**src/hdl/rhsv_pkg.sv**
```systemverilog
package rhsv_pkg;

	// field widths
	localparam int VAL_W     = 8;
	localparam int HUE_W     = 15;
	localparam int SAT_W     = 13;
	localparam int CFG_W     = 15;
	localparam int CFG_IDX_W = 3;

	// register reset values
	localparam logic [HUE_W-1:0] HUE_MIN_RST = 15'd0;
	localparam logic [HUE_W-1:0] HUE_MAX_RST = 15'd23039;
	localparam logic [SAT_W-1:0] SAT_MIN_RST = 13'd0;
	localparam logic [SAT_W-1:0] SAT_MAX_RST = 13'd6400;
	localparam logic [VAL_W-1:0] VAL_MIN_RST = 8'd0;
	localparam logic [VAL_W-1:0] VAL_MAX_RST = 8'd255;

	// configuration register indexes
	typedef enum logic [CFG_IDX_W-1:0] {
		CFG_HUE_MIN = 3'd0,
		CFG_HUE_MAX = 3'd1,
		CFG_SAT_MIN = 3'd2,
		CFG_SAT_MAX = 3'd3,
		CFG_VAL_MIN = 3'd4,
		CFG_VAL_MAX = 3'd5
	} cfg_reg_t;

	// which channel holds the maximum
	typedef enum logic [1:0] {
		SEC_RED   = 2'd0,
		SEC_GREEN = 2'd1,
		SEC_BLUE  = 2'd2
	} sector_t;

	// per-pixel side info carried alongside the dividers
	typedef struct packed {
		logic [VAL_W-1:0] mx;
		sector_t          sector;
		logic             neg;
		logic             gray;
	} side_t;

endpackage

```
**src/hdl/rhsv_ifs.sv**
```systemverilog
// pixel request channel
interface rhsv_pix_if;
	import rhsv_pkg::*;

	logic             valid;
	logic             ready;
	logic [VAL_W-1:0] red;
	logic [VAL_W-1:0] green;
	logic [VAL_W-1:0] blue;

	modport source (output valid, red, green, blue, input ready);
	modport sink (input valid, red, green, blue, output ready);
endinterface

// classification result channel
interface rhsv_res_if;
	import rhsv_pkg::*;

	logic             valid;
	logic             ready;
	logic             pass;
	logic [HUE_W-1:0] hue;
	logic [SAT_W-1:0] saturation;
	logic [VAL_W-1:0] brightness;

	modport source (output valid, pass, hue, saturation, brightness, input ready);
	modport sink (input valid, pass, hue, saturation, brightness, output ready);
endinterface

```
**src/hdl/rhsv_div.sv**
```systemverilog
// Pipelined restoring divider: STEP quotient bits per stage, 8-bit divisor.
// Quotient shifts into the low end of the numerator word as it empties.
module rhsv_div #(
	parameter int NUM_W = 21,
	parameter int STEP  = 4,
	localparam int STAGES = (NUM_W + STEP - 1) / STEP
) (
	input  logic              clk,
	input  logic [STAGES-1:0] en,
	input  logic [NUM_W-1:0]  num,
	input  logic [7:0]        den,
	output logic [NUM_W-1:0]  quo,
	output logic [7:0]        rem
);
	localparam int PW = STAGES * STEP;

	logic [PW-1:0] w_s   [STAGES];
	logic [7:0]    rem_s [STAGES];
	logic [7:0]    den_s [STAGES];

	for (genvar k = 0; k < STAGES; k++) begin : g_stage
		logic [PW-1:0] w_in, w_nx;
		logic [7:0]    r_in, r_nx, d_in;
		logic [8:0]    t;

		if (k == 0) begin : g_first
			assign w_in = PW'(num);
			assign r_in = '0;
			assign d_in = den;
		end else begin : g_next
			assign w_in = w_s[k-1];
			assign r_in = rem_s[k-1];
			assign d_in = den_s[k-1];
		end

		// STEP shift/compare/subtract steps
		always_comb begin
			w_nx = w_in;
			r_nx = r_in;
			t    = '0;
			for (int i = 0; i < STEP; i++) begin
				t    = {r_nx, w_nx[PW-1]};
				w_nx = {w_nx[PW-2:0], 1'b0};
				if (t >= {1'b0, d_in}) begin
					t       = t - {1'b0, d_in};
					w_nx[0] = 1'b1;
				end
				r_nx = t[7:0];
			end
		end

		always_ff @(posedge clk) begin
			if (en[k]) begin
				w_s[k]   <= w_nx;
				rem_s[k] <= r_nx;
				den_s[k] <= d_in;
			end
		end
	end

	assign quo = w_s[STAGES-1][NUM_W-1:0];
	assign rem = rem_s[STAGES-1];

endmodule

```
**src/hdl/rgb_to_hsv_color_threshold.sv**
```systemverilog
// RGB to HSV conversion with hue/saturation/value window test.
// pixel  : request channel carrying red, green, blue (8 bits each).
// result : pass flag, hue (1/2^FRAC_BITS deg), saturation (1/2^FRAC_BITS %),
//          brightness (largest channel). One result per pixel, in order.
// cfg    : write port; cfg_index selects hue_min, hue_max, sat_min, sat_max,
//          val_min, val_max (indexes 0..5); data is truncated to register width.
//          Write only while no pixel is in flight.
// Throughput: one pixel per clock while no receiver stall backs up the pipeline.
// Each divider has DIV_STAGES = ceil(NUM_W / 4) stages, where
// NUM_W = clog2(25500 * 2^FRAC_BITS + 1).
// The two pipelined dividers (hue and saturation) retire four quotient
// bits per stage.
// Every stage has its own valid bit and advances when the next stage is
// empty or moving, so bubbles close up and a pixel is taken while a result
// waits at the output. A receiver stall holds the result stable and backs
// the pipeline up stage by stage; nothing is dropped or repeated.
// Reset (arst_n low) empties the pipeline and loads the register defaults:
// a fully open window (hue 0..23039, sat 0..6400, value 0..255).
module rgb_to_hsv_color_threshold #(
	parameter int FRAC_BITS = 6
) (
	input  logic                          clk,
	input  logic                          arst_n,
	rhsv_pix_if.sink                      pixel,
	rhsv_res_if.source                    result,
	input  logic                          cfg_wr_en,
	input  logic [rhsv_pkg::CFG_IDX_W-1:0] cfg_index,
	input  logic [rhsv_pkg::CFG_W-1:0]     cfg_data
);
	import rhsv_pkg::*;

	localparam int NUM_W      = $clog2(100 * 255 * (1 << FRAC_BITS) + 1);
	localparam int STEP       = 4;
	localparam int DIV_STAGES = (NUM_W + STEP - 1) / STEP;
	localparam int NS         = DIV_STAGES + 4;
	localparam int ST_FIX     = DIV_STAGES + 2;
	localparam int ST_OUT     = DIV_STAGES + 3;

	localparam logic [HUE_W-1:0] H120 = HUE_W'(120 * (1 << FRAC_BITS));
	localparam logic [HUE_W-1:0] H240 = HUE_W'(240 * (1 << FRAC_BITS));
	localparam logic [HUE_W-1:0] H360 = HUE_W'(360 * (1 << FRAC_BITS));

	// configuration registers
	logic [HUE_W-1:0] hue_min_q, hue_max_q;
	logic [SAT_W-1:0] sat_min_q, sat_max_q;
	logic [VAL_W-1:0] val_min_q, val_max_q;

	always_ff @(posedge clk or negedge arst_n) begin
		if (!arst_n) begin
			hue_min_q <= HUE_MIN_RST;
			hue_max_q <= HUE_MAX_RST;
			sat_min_q <= SAT_MIN_RST;
			sat_max_q <= SAT_MAX_RST;
			val_min_q <= VAL_MIN_RST;
			val_max_q <= VAL_MAX_RST;
		end else if (cfg_wr_en) begin
			case (cfg_index)
				CFG_HUE_MIN: hue_min_q <= cfg_data[HUE_W-1:0];
				CFG_HUE_MAX: hue_max_q <= cfg_data[HUE_W-1:0];
				CFG_SAT_MIN: sat_min_q <= cfg_data[SAT_W-1:0];
				CFG_SAT_MAX: sat_max_q <= cfg_data[SAT_W-1:0];
				CFG_VAL_MIN: val_min_q <= cfg_data[VAL_W-1:0];
				CFG_VAL_MAX: val_max_q <= cfg_data[VAL_W-1:0];
				default: ;
			endcase
		end
	end

	// stage valid bits and per-stage ready chain
	logic [NS-1:0] vld_q;
	logic [NS:0]   rdy;
	logic [NS-1:0] vld_in;

	always_comb begin
		rdy[NS] = result.ready;
		for (int k = NS - 1; k >= 0; k--) begin
			rdy[k] = !vld_q[k] || rdy[k+1];
		end
	end

	assign vld_in = {vld_q[NS-2:0], pixel.valid};

	always_ff @(posedge clk or negedge arst_n) begin
		if (!arst_n) begin
			vld_q <= '0;
		end else begin
			for (int k = 0; k < NS; k++) begin
				if (rdy[k]) vld_q[k] <= vld_in[k];
			end
		end
	end

	assign pixel.ready = rdy[0];

	// stage 1: max/min, sector, signed channel difference
	logic             red_max, green_max;
	logic [VAL_W-1:0] mx, mn;
	logic [VAL_W:0]   diff;
	side_t            side_c;
	side_t            side_s1, side_s2;
	logic [VAL_W-1:0] ax_s1, d_s1;

	always_comb begin
		red_max   = (pixel.red >= pixel.green) && (pixel.red >= pixel.blue);
		green_max = !red_max && (pixel.green >= pixel.blue);
		mn = (pixel.red < pixel.green) ? pixel.red : pixel.green;
		if (pixel.blue < mn) mn = pixel.blue;
		if (red_max) begin
			mx            = pixel.red;
			side_c.sector = SEC_RED;
			diff          = {1'b0, pixel.green} - {1'b0, pixel.blue};
		end else if (green_max) begin
			mx            = pixel.green;
			side_c.sector = SEC_GREEN;
			diff          = {1'b0, pixel.blue} - {1'b0, pixel.red};
		end else begin
			mx            = pixel.blue;
			side_c.sector = SEC_BLUE;
			diff          = {1'b0, pixel.red} - {1'b0, pixel.green};
		end
		side_c.mx   = mx;
		side_c.neg  = diff[VAL_W];
		side_c.gray = (mx == mn);
	end

	always_ff @(posedge clk) begin
		if (rdy[0]) begin
			side_s1 <= side_c;
			ax_s1   <= diff[VAL_W] ? VAL_W'(-diff) : diff[VAL_W-1:0];
			d_s1    <= mx - mn;
		end
	end

	// stage 2: scaled numerators and safe divisors
	logic [NUM_W-1:0] hnum_s2, snum_s2;
	logic [7:0]       hden_s2, sden_s2;

	always_ff @(posedge clk) begin
		if (rdy[1]) begin
			side_s2 <= side_s1;
			hnum_s2 <= (NUM_W'(ax_s1) * NUM_W'(60)) << FRAC_BITS;
			snum_s2 <= (NUM_W'(d_s1) * NUM_W'(100)) << FRAC_BITS;
			hden_s2 <= side_s1.gray ? 8'd1 : d_s1;
			sden_s2 <= side_s1.gray ? 8'd1 : side_s1.mx;
		end
	end

	// divider stages, side info travels in step
	logic [NUM_W-1:0] hq, sq;
	logic [7:0]       hrem;
	side_t            side_dv [DIV_STAGES];

	rhsv_div #(.NUM_W(NUM_W), .STEP(STEP)) u_hue_div (
		.clk (clk),
		.en  (rdy[2 +: DIV_STAGES]),
		.num (hnum_s2),
		.den (hden_s2),
		.quo (hq),
		.rem (hrem)
	);

	rhsv_div #(.NUM_W(NUM_W), .STEP(STEP)) u_sat_div (
		.clk (clk),
		.en  (rdy[2 +: DIV_STAGES]),
		.num (snum_s2),
		.den (sden_s2),
		.quo (sq),
		.rem ()
	);

	for (genvar k = 0; k < DIV_STAGES; k++) begin : g_side
		if (k == 0) begin : g_first
			always_ff @(posedge clk) begin
				if (rdy[2]) side_dv[0] <= side_s2;
			end
		end else begin : g_next
			always_ff @(posedge clk) begin
				if (rdy[2+k]) side_dv[k] <= side_dv[k-1];
			end
		end
	end

	// fix-up stage: sector offset, floor for negative differences
	side_t            side_f;
	logic [HUE_W-1:0] q15, base, hue_c;
	logic [HUE_W-1:0] hue_s3;
	logic [SAT_W-1:0] sat_s3;
	logic [VAL_W-1:0] bright_s3;

	assign side_f = side_dv[DIV_STAGES-1];
	assign q15    = hq[HUE_W-1:0];

	always_comb begin
		case (side_f.sector)
			SEC_RED:   base = side_f.neg ? H360 : '0;
			SEC_GREEN: base = H120;
			SEC_BLUE:  base = H240;
			default:   base = '0;
		endcase
		if (side_f.gray)
			hue_c = '0;
		else if (side_f.neg)
			hue_c = base - q15 - HUE_W'(|hrem);
		else
			hue_c = base + q15;
	end

	always_ff @(posedge clk) begin
		if (rdy[ST_FIX]) begin
			hue_s3    <= hue_c;
			sat_s3    <= side_f.gray ? '0 : sq[SAT_W-1:0];
			bright_s3 <= side_f.mx;
		end
	end

	// window test and output register
	logic             hue_ok, pass_c;
	logic             pass_s4;
	logic [HUE_W-1:0] hue_s4;
	logic [SAT_W-1:0] sat_s4;
	logic [VAL_W-1:0] bright_s4;

	always_comb begin
		if (hue_min_q < hue_max_q)
			hue_ok = (hue_min_q <= hue_s3) && (hue_s3 <= hue_max_q);
		else
			hue_ok = (hue_min_q <= hue_s3) || (hue_s3 <= hue_max_q);
		pass_c = hue_ok && (sat_min_q <= sat_s3) && (sat_s3 <= sat_max_q) &&
			(val_min_q <= bright_s3) && (bright_s3 <= val_max_q);
	end

	always_ff @(posedge clk) begin
		if (rdy[ST_OUT]) begin
			pass_s4   <= pass_c;
			hue_s4    <= hue_s3;
			sat_s4    <= sat_s3;
			bright_s4 <= bright_s3;
		end
	end

	assign result.valid      = vld_q[ST_OUT];
	assign result.pass       = pass_s4;
	assign result.hue        = hue_s4;
	assign result.saturation = sat_s4;
	assign result.brightness = bright_s4;

endmodule

```
**src/flat_wrapper.sv**
```systemverilog
// flat-port wrapper written by rule: the top's interface ports become plain ports
module rgb_to_hsv_color_threshold_flat import rhsv_pkg::*;
#(
	parameter int FRAC_BITS = 6
)
  (clk, arst_n, cfg_wr_en, cfg_index, cfg_data, pixel_valid, pixel_red, pixel_green, pixel_blue, pixel_ready, result_valid, result_pass, result_hue, result_saturation, result_brightness, result_ready);
  rhsv_pix_if pixel_i ();
  rhsv_res_if result_i ();
  input  logic clk;
  input  logic arst_n;
  input  logic cfg_wr_en;
  input  logic [rhsv_pkg::CFG_IDX_W-1:0] cfg_index;
  input  logic [rhsv_pkg::CFG_W-1:0] cfg_data;
  input wire logic [$bits(pixel_i.valid)-1:0] pixel_valid;
  input wire logic [$bits(pixel_i.red)-1:0] pixel_red;
  input wire logic [$bits(pixel_i.green)-1:0] pixel_green;
  input wire logic [$bits(pixel_i.blue)-1:0] pixel_blue;
  output wire logic [$bits(pixel_i.ready)-1:0] pixel_ready;
  output wire logic [$bits(result_i.valid)-1:0] result_valid;
  output wire logic [$bits(result_i.pass)-1:0] result_pass;
  output wire logic [$bits(result_i.hue)-1:0] result_hue;
  output wire logic [$bits(result_i.saturation)-1:0] result_saturation;
  output wire logic [$bits(result_i.brightness)-1:0] result_brightness;
  input wire logic [$bits(result_i.ready)-1:0] result_ready;
  assign pixel_i.valid = pixel_valid;
  assign pixel_i.red = pixel_red;
  assign pixel_i.green = pixel_green;
  assign pixel_i.blue = pixel_blue;
  assign pixel_ready = pixel_i.ready;
  assign result_valid = result_i.valid;
  assign result_pass = result_i.pass;
  assign result_hue = result_i.hue;
  assign result_saturation = result_i.saturation;
  assign result_brightness = result_i.brightness;
  assign result_i.ready = result_ready;
  rgb_to_hsv_color_threshold #(.FRAC_BITS(FRAC_BITS)) u_core (.clk(clk), .arst_n(arst_n), .pixel(pixel_i), .result(result_i), .cfg_wr_en(cfg_wr_en), .cfg_index(cfg_index), .cfg_data(cfg_data));
endmodule
```
**config.mk**
```make
export PLATFORM = sky130hd
export DESIGN_NAME = rgb_to_hsv_color_threshold_flat
export DESIGN_NICKNAME = d
export VERILOG_FILES = /design/src/hdl/rhsv_pkg.sv /design/src/hdl/rhsv_ifs.sv /design/src/hdl/rhsv_div.sv /design/src/hdl/rgb_to_hsv_color_threshold.sv /design/src/flat_wrapper.sv
export SDC_FILE = /design/constraint.sdc
export NUM_CORES = 2
export LEC_CHECK = 0
export BUFFER_PORTS_ARGS = -buffer_cell sky130_fd_sc_hd__buf_4
export CAP_MARGIN = 15
export CORE_ASPECT_RATIO = 1.2
export CORE_MARGIN = 2
export CORE_UTILIZATION = 36
export CTS_CLUSTER_SIZE = 24
export DETAILED_ROUTE_END_ITERATION = 6
export SETUP_SLACK_MARGIN = 0.2
export SYNTH_ARGS = -nofsm -noshare
export SYNTH_HDL_FRONTEND = slang
export SYNTH_SLANG_ARGS = --single-unit
export TNS_END_PERCENT = 1
```
**constraint.sdc**
```tcl
create_clock -name clk -period 12 [get_ports clk]
set_input_delay 2.4 -clock clk [delete_from_list [all_inputs] [get_ports clk]]
set_output_delay 2.4 -clock clk [all_outputs]
set_load 0.1 [all_outputs]
```
==> flow_metrics.py <==
metrics = {
    "run_status": {
        "status": "finished clean",
    },
    "sta": {
        "fin_tns_setup_ns": 0,
        "timing_hold_violations_final": 0,
        "fin_crit_sh_pct": 84.9,
        "finClkSkew_ns": 0.0295,
        "grt_setup_unrepaired": "no",
        "final.min_clock_period_ns": 10.19,
        "fmax_mhz": 98.1,
        "setup_viol": 0,
        "drv_slew": 0,
        "maxSlewHeadroom_pct": 23.9,
        "tightest_slew_ns": 1.14,
    },
    "worst_setup_path": {
        "cpPeakStageDelay_ns": 0.48,
        "timing.rr.start": "u_core.u_hue_div.den_s[0][1]",
        "cp-start-kind": "flip-flop",
        "cp-startpoint": "u_core.u_hue_div.den_s[0][1]",
        "crit_arrival_ns": 10.52,
        "crit_required_ns": 12.33,
        "crit_path_end_kind": "flip-flop",
        "critPathSlowestCell": "or3b_2",
        "worstSetupPathType": "reg -> reg",
        "cp_max_fo": 13,
    },
    "synthesis": {
        "synth_most_common_cell": "ha_1",
        "synth_largest_area_cell": "edfxtp_1",
        "yosysSeqAreaShare_pct": 40.0,
        "synth_xor_area_share_pct": 5.74,
        "synth_commonest_cells": "ha_1, edfxtp_1, inv_1, a21oi_1, nor2_1",
        "synth-edff-count": 506,
        "ys_seq_elements": 588,
        "synth_top_family_by_area": "adder cells",
        "synth_compound_area_share_pct": 13.5,
        "synthSimpleGateAreaFrac_pct": 10.9,
        "async_reset_ff_share_pct": 13.9,
        "synth_top_flop_cell": "edfxtp_1",
        "synthAdderAreaFrac_pct": 18.3,
        "synth.avg_cell_area_um2": 10.6,
        "synth.area.top_cells": "edfxtp_1, ha_1, mux2_2",
        "synth.distinct_cells": 91,
        "synth_top_area_share_pct": 35.2,
        "synth_cells": 4086,
        "synth_mux_area_share_pct": 7.31,
        "syn_area_mm2": 0.0432,
        "synth_warnings": 0,
    },
    "clocking": {
        "cts-htree-levels": 3,
        "root_buffer": "clkbuf_16",
        "clockBufferDepth": 3,
        "postCtsSetupBuffers": 0,
        "clock_sinks": 588,
        "post_cts_resized": 0,
        "cts_tree": "done",
        "clk_latency_ns": 0.60,
        "numCtsBuffers": 70,
        "clk_pin_slew_ns": 0.06,
        "hold_buffers": 0,
    },
    "hold_path": {
        "hold_class": "reg -> reg",
        "hold_start": "u_core.snum_s2[15]",
    },
    "die": {
        "dieArea_mm2": 0.123,
        "die_height_um": 383,
        "design.core.area_mm2": 0.119,
        "die_x_um": 320,
        "io_pins": 86,
        "rows": 139,
        "start_util_pct": 36.2,
    },
    "run": {
        "drv_cap": 0,
    },
    "final_layout": {
        "drive_above_1_share_pct": 12.4,
        "nFillCells": 11560,
        "nets": 4868,
        "antenna_cells": 0,
        "fin_cells": 5823,
        "final_cell_area_mm2": 0.0481,
        "post-route-util_pct": 40.3,
        "syn_to_final_growth_pct": 11.4,
    },
    "global_routing": {
        "antenna_found_initial": 0,
        "grt_pass1_wl_um": 149000,
        "track_usage_pct": 14.7,
        "grt_start_max_net_pins": 75,
        "grt_pass1_vias": 29877,
        "grt.overflow.total": 0,
    },
    "placed_design": {
        "placedCellCount": 5698,
        "port_buffers": 85,
        "dp_hpwl_um": 71400,
        "place.gp.congestion": 0.869,
        "place_area_mm2": 0.0458,
    },
    "routing": {
        "avgRoutedWirePerCell_um": 15.6,
        "avgViaCountPerCell": 5.13,
        "postRouteAntennaNets": 0,
        "drcViolationCount": 0,
        "drt_iter0_drc": 1460,
        "vias": 29864,
        "routed_wl_um": 91000,
        "first_pass_iters": 5,
    },
}
[routing by layer]
layer / GRT usage (%) / wire length, um
met1: 18.3 / 40500
met2: 26.8 / 45300
met3: 1.63 / 3120
met4: 4.32 / 1960
met5: 0 / 0
[state kept, by name (all words and copies together), names as in the netlist, 10 cells and up]
register and flops:
u_core.sat_min_q 13, u_core.side_s1 12, u_core.hnum_s2 12, u_core.u_hue_div.rem_s 48
u_core.result.saturation 13, u_core.u_sat_div.den_s 40, u_core.side_dv 72, u_core.result.hue 15
u_core.hue_s3 15, u_core.vld_q 10, u_core.u_hue_div.w_s 60, u_core.snum_s2 13
u_core.hue_min_q 15, u_core.sat_s3 13, u_core.side_s2 12, u_core.u_sat_div.w_s 52
u_core.u_sat_div.rem_s 40, u_core.u_hue_div.den_s 40, u_core.hue_max_q 15, u_core.sat_max_q 13
[cell type report]
cell class | instances | area, um^2 | share of cell area [%]
Multi-Input combinational cell | 3031 | 24200 | 50.2
Sequential cell | 588 | 17300 | 35.9
Clock buffer | 93 | 1960 | 4.08
Tap cell | 1551 | 1940 | 4.04
Inverter | 416 | 1560 | 3.25
Timing Repair Buffer | 113 | 861 | 1.79
Clock inverter | 31 | 327 | 0.679
[worst max-delay path: cells and delay by family (launching register included)]
kind            cells  cell delay (ns)
compound gates     22             5.21
simple gates        6             1.49
mux                 2             0.64
flops               1             0.47
buf+inv             4             0.85
fa+ha+maj           4             1.24
[cell families after synthesis]
kind of cell | Yosys count
compound gates | 915
xor+xnor | 283
fa+ha+maj | 601
buf+inv | 472
flops | 588
mux | 286
other cells | 1
simple gates | 940
[cell usage in the layout, fill, tap and decap left out, types with 9 or more instances in the layout]
cell type    n
ha_1       551
edfxtp_1   506
inv_1      406
a21oi_1    257
nor2_1     256
o21ai_0    229
mux2_2     217
xnor2_1    188
nand2_1    187
nor2b_1    119
buf_4      112
a21o_1     108
xor2_1      95
clkbuf_16   74
mux2i_1     66
nor3_1      63
nand2b_1    59
dfrtp_1     59
o21a_1      58
fa_1        50
nand3_1     47
nand4_1     46
o21bai_1    39
and3_1      35
or2_2       29
a31oi_1     28
and2_1      24
a21boi_0    23
dfstp_2     23
o211ai_1    19
o31ai_1     19
o31a_1      16
a211oi_1    16
clkbuf_1    15
or3_1       14
a221o_1     12
nor4_1      11
clkinv_2     9
[through the flow]
stage                     worst slack, ns  hold slack, ns
final                                1.81           0.396
after global routing                0.967           0.418
after CTS                            1.81           0.394
after detailed placement             1.85           0.405
after global placement               1.64           0.401
after floorplan                      2.90           0.400
[final timing paths]
| check | endpoint | slack, ns | cells after the start |
|---|---|---|---|
| max | u_core.u_hue_div.rem_s[1][6] | 1.81 | 38 |
| min | u_core.u_sat_div.w_s[0][19] | 0.40 | 0 |
| max reg2reg | u_core.u_hue_div.rem_s[1][6] | 1.81 | 38 |
| min reg2reg | u_core.u_sat_div.w_s[0][19] | 0.40 | 0 |
| max in group asynchronous | u_core.vld_q[2] | 9.15 | 2 |
| min in group asynchronous | u_core.hue_max_q[13] | 1.62 | 1 |
Power is not shown: default switching activity piles up to over one toggle a cycle in this logic, so the estimate is an artifact.
